### config.mk
export PLATFORM = sky130hd
export DESIGN_NAME = bcd_ctrl
export DESIGN_NICKNAME = d
export VERILOG_FILES = /design/src/hdl/bcd_pkg.sv /design/src/hdl/bcd_ctrl.sv
export SDC_FILE = /design/constraint.sdc
export NUM_CORES = 1
export LEC_CHECK = 0
export BUFFER_PORTS_ARGS = -buffer_cell sky130_fd_sc_hd__buf_2
export CORE_MARGIN = 5
export CORE_UTILIZATION = 52
export CTS_CLUSTER_SIZE = 10
export DETAILED_ROUTE_END_ITERATION = 7
export PLACE_DENSITY = 0.89
export SYNTH_ARGS = -nofsm -noshare
export SYNTH_HDL_FRONTEND = slang
export SYNTH_SLANG_ARGS = --single-unit
### constraint.sdc
create_clock -name clock -period 2.2 [get_ports clock]
set_input_delay 0.22 -clock clock [delete_from_list [all_inputs] [get_ports clock]]
set_output_delay 0.22 -clock clock [all_outputs]
set_load 0.05 [all_outputs]
### src/hdl/bcd_pkg.sv
// ----------------------------------------------------------------------------
// bcd_pkg
// Shared types and constants of the beacon clock discipline core.
// ----------------------------------------------------------------------------
`default_nettype none

package bcd_pkg;

   localparam int AVG_DEPTH_DEF = 10;

   localparam logic [15:0] CRC_POLY       = 16'h1021;
   localparam logic [32:0] JUMP_LIMIT     = 33'd30000000;
   localparam logic [49:0] PERIOD_MAX     = 50'd480000000;
   localparam logic [28:0] INIT_PERIOD_RST = 29'd48000000;

   localparam int DVD_W   = 50;
   localparam int DVS_W   = 17;
   localparam int LAT_W   = 20;
   localparam int PER_W   = 29;
   localparam int CSR_W   = 29;

   localparam logic CSR_LATENCY_OFFSET = 1'b0;
   localparam logic CSR_INITIAL_PERIOD = 1'b1;

   localparam logic [1:0] PHASE_START = 2'd0;
   localparam logic [1:0] PHASE_SYNC  = 2'd1;
   localparam logic [1:0] PHASE_TRIM  = 2'd2;

   localparam logic [1:0] BAD_NONE  = 2'd0;
   localparam logic [1:0] BAD_LATE  = 2'd1;
   localparam logic [1:0] BAD_EARLY = 2'd2;

   typedef enum logic [4:0] {
      S_IDLE, S_CRC, S_CHECK, S_DECIDE, S_FIRST, S_MUL1, S_OFFS, S_LATE,
      S_EARLY, S_MUL2, S_TICKS, S_NOM_SEL, S_NOM_WAIT, S_NOM, S_SUM,
      S_AVG_START, S_AVG_WAIT, S_AVG, S_TRIM_SEL, S_TRIM_WAIT, S_TRIM,
      S_SYNC, S_COMMIT, S_EMIT
   } state_type;

   typedef enum logic [4:0] {
      OP_NONE, OP_LOAD, OP_CRC, OP_CHECK, OP_FIRST, OP_MUL1, OP_OFFS,
      OP_LATE, OP_EARLY, OP_MUL2, OP_TICKS, OP_NOM_AVG, OP_DIV_NOM, OP_NOM,
      OP_SUM, OP_DIV_AVG, OP_AVG, OP_TRIM0, OP_DIV_TRIM, OP_TRIM, OP_SYNC,
      OP_COMMIT, OP_EMIT
   } op_type;

   typedef struct packed {
      logic crc_last;
      logic ok;
      logic phase_zero;
      logic phase_ge2;
      logic secs_zero;
      logic ticks_neg;
      logic div_done;
   } dp_status_type;

endpackage

`default_nettype wire

### src/hdl/bcd_ctrl.sv
// ----------------------------------------------------------------------------
// bcd_ctrl
// Sequencer: steps the datapath through one request and runs the handshakes.
// ----------------------------------------------------------------------------
`default_nettype none

module bcd_ctrl (
   input  wire logic                  clock,
   input  wire logic                  reset,
   input  wire logic                  req_valid,
   output logic                       req_ready,
   output logic                       rsp_valid,
   input  wire logic                  rsp_ready,
   input  wire bcd_pkg::dp_status_type status,
   output bcd_pkg::op_type            op
);

   import bcd_pkg::*;

   state_type state_ff, state_in;
   logic      valid_ff, valid_in;

   always_ff @(posedge clock) begin
      if (reset) begin
         state_ff <= S_IDLE;
         valid_ff <= 1'b0;
      end else begin
         state_ff <= state_in;
         valid_ff <= valid_in;
      end
   end

   always_comb begin
      state_in  = state_ff;
      op        = OP_NONE;
      req_ready = 1'b0;
      valid_in  = (valid_ff && rsp_ready) ? 1'b0 : valid_ff;
      unique case (state_ff)
         S_IDLE: begin
            req_ready = 1'b1;
            if (req_valid) begin
               op       = OP_LOAD;
               state_in = S_CRC;
            end
         end
         S_CRC: begin
            op = OP_CRC;
            if (status.crc_last) state_in = S_CHECK;
         end
         S_CHECK: begin
            op       = OP_CHECK;
            state_in = S_DECIDE;
         end
         S_DECIDE: begin
            priority if (!status.ok) state_in = S_EMIT;
            else if (status.phase_zero) state_in = S_FIRST;
            else state_in = S_MUL1;
         end
         S_FIRST: begin
            op       = OP_FIRST;
            state_in = S_COMMIT;
         end
         S_MUL1: begin
            op       = OP_MUL1;
            state_in = S_OFFS;
         end
         S_OFFS: begin
            op       = OP_OFFS;
            state_in = S_LATE;
         end
         S_LATE: begin
            op       = OP_LATE;
            state_in = S_EARLY;
         end
         S_EARLY: begin
            op       = OP_EARLY;
            state_in = S_MUL2;
         end
         S_MUL2: begin
            op       = OP_MUL2;
            state_in = S_TICKS;
         end
         S_TICKS: begin
            op       = OP_TICKS;
            state_in = S_NOM_SEL;
         end
         S_NOM_SEL: begin
            if (status.secs_zero || status.ticks_neg) begin
               op       = OP_NOM_AVG;
               state_in = S_SUM;
            end else begin
               op       = OP_DIV_NOM;
               state_in = S_NOM_WAIT;
            end
         end
         S_NOM_WAIT: begin
            if (status.div_done) state_in = S_NOM;
         end
         S_NOM: begin
            op       = OP_NOM;
            state_in = S_SUM;
         end
         S_SUM: begin
            op       = OP_SUM;
            state_in = S_AVG_START;
         end
         S_AVG_START: begin
            op       = OP_DIV_AVG;
            state_in = S_AVG_WAIT;
         end
         S_AVG_WAIT: begin
            if (status.div_done) state_in = S_AVG;
         end
         S_AVG: begin
            op       = OP_AVG;
            state_in = S_TRIM_SEL;
         end
         S_TRIM_SEL: begin
            priority if (!status.phase_ge2) begin
               state_in = S_SYNC;
            end else if (status.secs_zero) begin
               op       = OP_TRIM0;
               state_in = S_COMMIT;
            end else begin
               op       = OP_DIV_TRIM;
               state_in = S_TRIM_WAIT;
            end
         end
         S_TRIM_WAIT: begin
            if (status.div_done) state_in = S_TRIM;
         end
         S_TRIM: begin
            op       = OP_TRIM;
            state_in = S_COMMIT;
         end
         S_SYNC: begin
            op       = OP_SYNC;
            state_in = S_COMMIT;
         end
         S_COMMIT: begin
            op       = OP_COMMIT;
            state_in = S_EMIT;
         end
         S_EMIT: begin
            // hold until the output register is free
            if (!valid_ff || rsp_ready) begin
               op       = OP_EMIT;
               valid_in = 1'b1;
               state_in = S_IDLE;
            end
         end
         default: state_in = S_IDLE;
      endcase
   end

   assign rsp_valid = valid_ff;

endmodule

`default_nettype wire

**Word-level counts from Yosys, hierarchy flattened**

Cells that the tools add are included.

- Register bits: 6
- Bits of input ports: 11
- Output and inout port bits: 7
- Word-level logic and storage cells: 60

- Equality and inequality tests: 29
- Mux-type cells: 22
- Reductions and logical operators: 7

Operators with widths:

| operator | number |
|---|---|
| 5-bit one-hot mux with 22 select lines | 1 |
| 5-bit one-hot mux with 20 select lines | 1 |
| 5-bit two-way mux | 9 |
| 5-bit by 4-bit equality test with 1-bit output (second input constant) | 8 |
| 5-bit equality test (second input constant) | 8 |
| 5-bit by 3-bit equality test with 1-bit output (second input constant) | 4 |
| 2-bit inequality test (second input constant) | 6 |
| 5-bit by 2-bit equality test with 1-bit output (second input constant) | 2 |
| 3-bit two-way mux | 3 |
| 1-bit two-way mux | 6 |
| 6-bit AND reduction | 1 |
| 5-bit by 1-bit equality test with 1-bit output (second input constant) | 1 |
| 5-bit logical NOT | 1 |
| 2-bit two-way mux | 2 |
| 3-bit OR reduction | 1 |
| 1-bit logical OR | 2 |
| 1-bit logical AND | 1 |
| 1-bit logical NOT | 1 |

**Longest topological paths before layout**

- Word-level depth: 4
- Depth in mapped cells: 7
- Gate-level depth less buffers: 5

**Worst setup path after synthesis**

OpenSTA, ideal clock, no wires.

- Path type: register to output
- From: reg state_ff[4]
- To: out op[0]
- Arrival: 2,124 ps
- Required time: 1,980 ps
- Setup slack: -144 ps
- Cell stages (with the launch flop): 5
- Path buffers: 0
- Path through: dfxtp_1 -> nand2b_1 -> nor3_1 -> a21oi_1 -> o31ai_1

- Longest elaborated chain between the ends: 2
- Elaborated cells on any way between the ends: 21
- Classes of those cells: eq/ne: 19; mux: 1; reduce/logical: 1

Ends and longest elaborated chain:

| item | line | text |
|---|---|---|
| start, declared | bcd_ctrl.sv:20 | `state_type state_ff, state_in;` |
| start signal, assigned | bcd_ctrl.sv:28 | `state_ff <= state_in;` |
| 5-bit equality test, or another cell as far along | bcd_ctrl.sv:38 | `unique case (state_ff)` |
| 5-bit one-hot mux with 20 select lines (*) | bcd_ctrl.sv:38 |  |
| end, declared | bcd_ctrl.sv:15 | `output bcd_pkg::op_type op` |

Every way passes the cells marked *; elsewhere a longest branch is shown, timed or not.

**Worst setup path in the final report**

- From: reg state_ff[0]
- To: out op[1]

The elaborated chain is that of the path after synthesis.

==> out/results.txt <==
outcome -> completed
Cell Area, Synth -> 743.2 sq um
Final Max Tran Viols -> 0
Setup Buffers After CTS -> 0
Synth Area per Inst -> 7.011 sq um
Starting DRT DRC Count -> 54
DRT Wirelength -> 2230 um
Port Buffers -> 17
overall power after layout -> 1.360 mW
r2r startpoint -> state_ff[0]
RD Place Congestion -> 0.9481
Syn Inst Count -> 106
Multi-input gate area -> 566.8 sq um
layout cell share with drive strength beyond 1 -> 0.3065
slowest CP cell -> dfxtp_1
Filler cells -> 117
die height -> 47.81 um
number of synthesized flops with an enable pin -> 0
startpoint type of the worst setup path -> register
clk slew on worst S/H paths -> 0.05 ns
fin util -> 0.6585
post-layout min period -> 2.056 ns
post-detail-place hpwl -> 1708 um
final setup fails -> 0
crit-path cells -> buf_4 -> nor2_1 -> o21ai_1 -> o21ai_1 -> a221o_1 -> buf_2
worst-case clock buffer depth -> 2
Worst Path Buf+Inv -> 2
Crit. End Element -> output pin
num rows -> 13
Initial Util -> 0.5572
TritonCTS Sinks -> 6
core area -> 1334 sq um
Clock Latency Late Sink -> 0.26 ns
worst-path fanout max -> 16
total grt overflow -> 0
post-DR vias/cell -> 6.388
CTS tree -> done
register area -> 121.4 sq um
worst endpoint data arrival time -> 1.84 ns
synth unique cells -> 39
Vias -> 888
clk_skew -> 0.01444 ns
number of routed nets with antenna violations -> 0
Req. time, crit path -> 1.98 ns
cell family with most CP delay -> compound AO/OA/AOI/OAI gates
final worst path period share -> 0.9346
final hold vios -> 0
TritonCTS buffer count -> 3
Nets -> 137
Hold WC Path Type -> input port to register
Fmax achieved -> 0.4863 GHz
vias in the first global route -> 825
total negative slack -> 0 ns
pwr dens -> 1548 nW/um^2
final non-filler cell total -> 139
ys async rst share -> 0
RSZ-0062 raised after global routing -> false
Least-Margin Pin Slew -> 0.4032 ns
first-pass GRT wire length -> 3629 um
Remaining DRCs -> 0
Crit path largest cell delay -> 0.43 ns
die footprint -> 2285 sq um
min-delay src -> reset
Seq cells post-synth -> 6
Synth Warn # -> 0
post-synthesis sequential area ratio -> 0.1616
crit path kind -> register to output pin
Worst VDD drop -> 0.0009294 V
Area Overhead vs Synth -> 18.18%
max-cap violations -> 0
LEAKAGE -> 0.3742 nW
largest net degree at the start of global routing -> 17
crit path from -> state_ff[0]
relative slew slack -> 0.7303
initial antenna violation count -> 0
Post-Synthesis Net Count -> 117
# H-tree levels -> 1
wire length per cell -> 16.04 um
Root Buffer -> clkbuf_4
Crit path top cell by count -> o21ai_1
# IOs -> 18
dpl cells -> 136
GRT Total Usage -> 0.2290
Die W -> 47.81 um
Antenna Cells -> 0
ys flop type -> dfxtp_1
Pre-antenna DRT Iters -> 4
Yosys cell counts, drive strengths merged, types with 2 or more instances:
cell type | number | area, sq um
buf | 5 | 36.28
o21ai | 7 | 46.30
nor3 | 8 | 40.04
clkbuf | 3 | 11.26
nand3 | 3 | 15.01
nor2b | 2 | 12.51
o22ai | 3 | 18.77
a211oi | 3 | 22.52
inv | 4 | 15.01
a21oi | 13 | 65.06
nor2 | 12 | 45.04
nand2 | 6 | 22.52
dfxtp | 6 | 120.1
nand2b | 7 | 43.79
a221o | 3 | 30.03
or2 | 5 | 36.29
kinds of logic after synthesis:
group,Yosys count,synth area share
AND/OR/NAND/NOR,45,0.3131
multiplexers,1,0.01515
XOR/XNOR,1,0.01179
buffers and inverters,13,0.08921
flip-flops,6,0.1616
AO/OA/AOI/OAI,40,0.4091
registers in the layout, indices dropped and copies added, names as in the netlist:
| register | cells |
|---|---|
| state_ff | 5 |
| rsp_valid | 1 |
repair_timing:
action,CTS,global route
hold buffers,0,0
endpoints found under the setup margin,0,1
gates resized for setup,0,2
cells in the final DEF, fill, tap and decap left out, types with 2 or more instances in the layout:
master     n
nor2b_1    2
or2_1      2
nor2_1    12
clkbuf_4   3
dfxtp_1    5
o21ai_1    2
nand2b_1   7
buf_4      6
a221o_1    3
a211oi_1   3
nand2_1    6
nor3_1     7
a21oi_1   13
nand3_1    3
inv_1      3
o21ai_0    4
o22ai_1    3
or2_4      2
buf_2     17
stage by stage:
step / setup WS, ns / instance area, sq um / hold WS (ns)
detailed placement: 0.3300 / 849.6 / 0.4800
floorplan: 0.2409 / 748.2 / 0.2862
global route: 0.004409 / 878.3 / 0.2266
global placement: 0.4129 / 849.6 / 0.4744
finish: 0.1438 / 878.3 / 0.2142
CTS: 0.03734 / 872.1 / 0.2052
metal layers:
| layer | share of wire | global-route usage | up-vias |
|---|---|---|---|
| met4 | 0.031 | 0.1183 | 0 |
| li1 | - | - | 429 |
| met1 | 0.42 | 0.2991 | 400 |
| met5 | 0 | 0 | - |
| met2 | 0.46 | 0.3615 | 51 |
| met3 | 0.092 | 0.03383 | 8 |
path summary, 6_finish.rpt:
path         cells past startpoint  slack [ns]           to
max                              6        0.14        op[1]
min                              2        0.21    rsp_valid
max reg2reg                      5        0.42  state_ff[2]
min reg2reg                      2        0.59  state_ff[1]
power breakdown:
group	total [mW]	switching, mW	leakage [nW]	internal [mW]
clock network	0.105	0.0431	0.0138	0.0619
registers	0.195	0.0515	0.0495	0.144
logic	1.06	0.684	0.311	0.376
total	1.36	0.778	0.374	0.581
cell type report:
| type | count | share of cell area |
|---|---|---|
| clock buffers | 3 | 0.02564 |
| inverters | 5 | 0.02137 |
| multi-input cells | 87 | 0.6453 |
| flip-flops and latches | 6 | 0.1382 |
| well taps | 15 | 0.02137 |
| repair buffers | 23 | 0.1481 |
worst reg2reg max path: stages, from the launching register on:
cell     delay, ns
dfxtp_1       0.43
mux2_2        0.36
or4_4         0.43
o21ai_4       0.11
nor4_1        0.08
o221a_1       0.25
(Power assumes the default switching activity.)
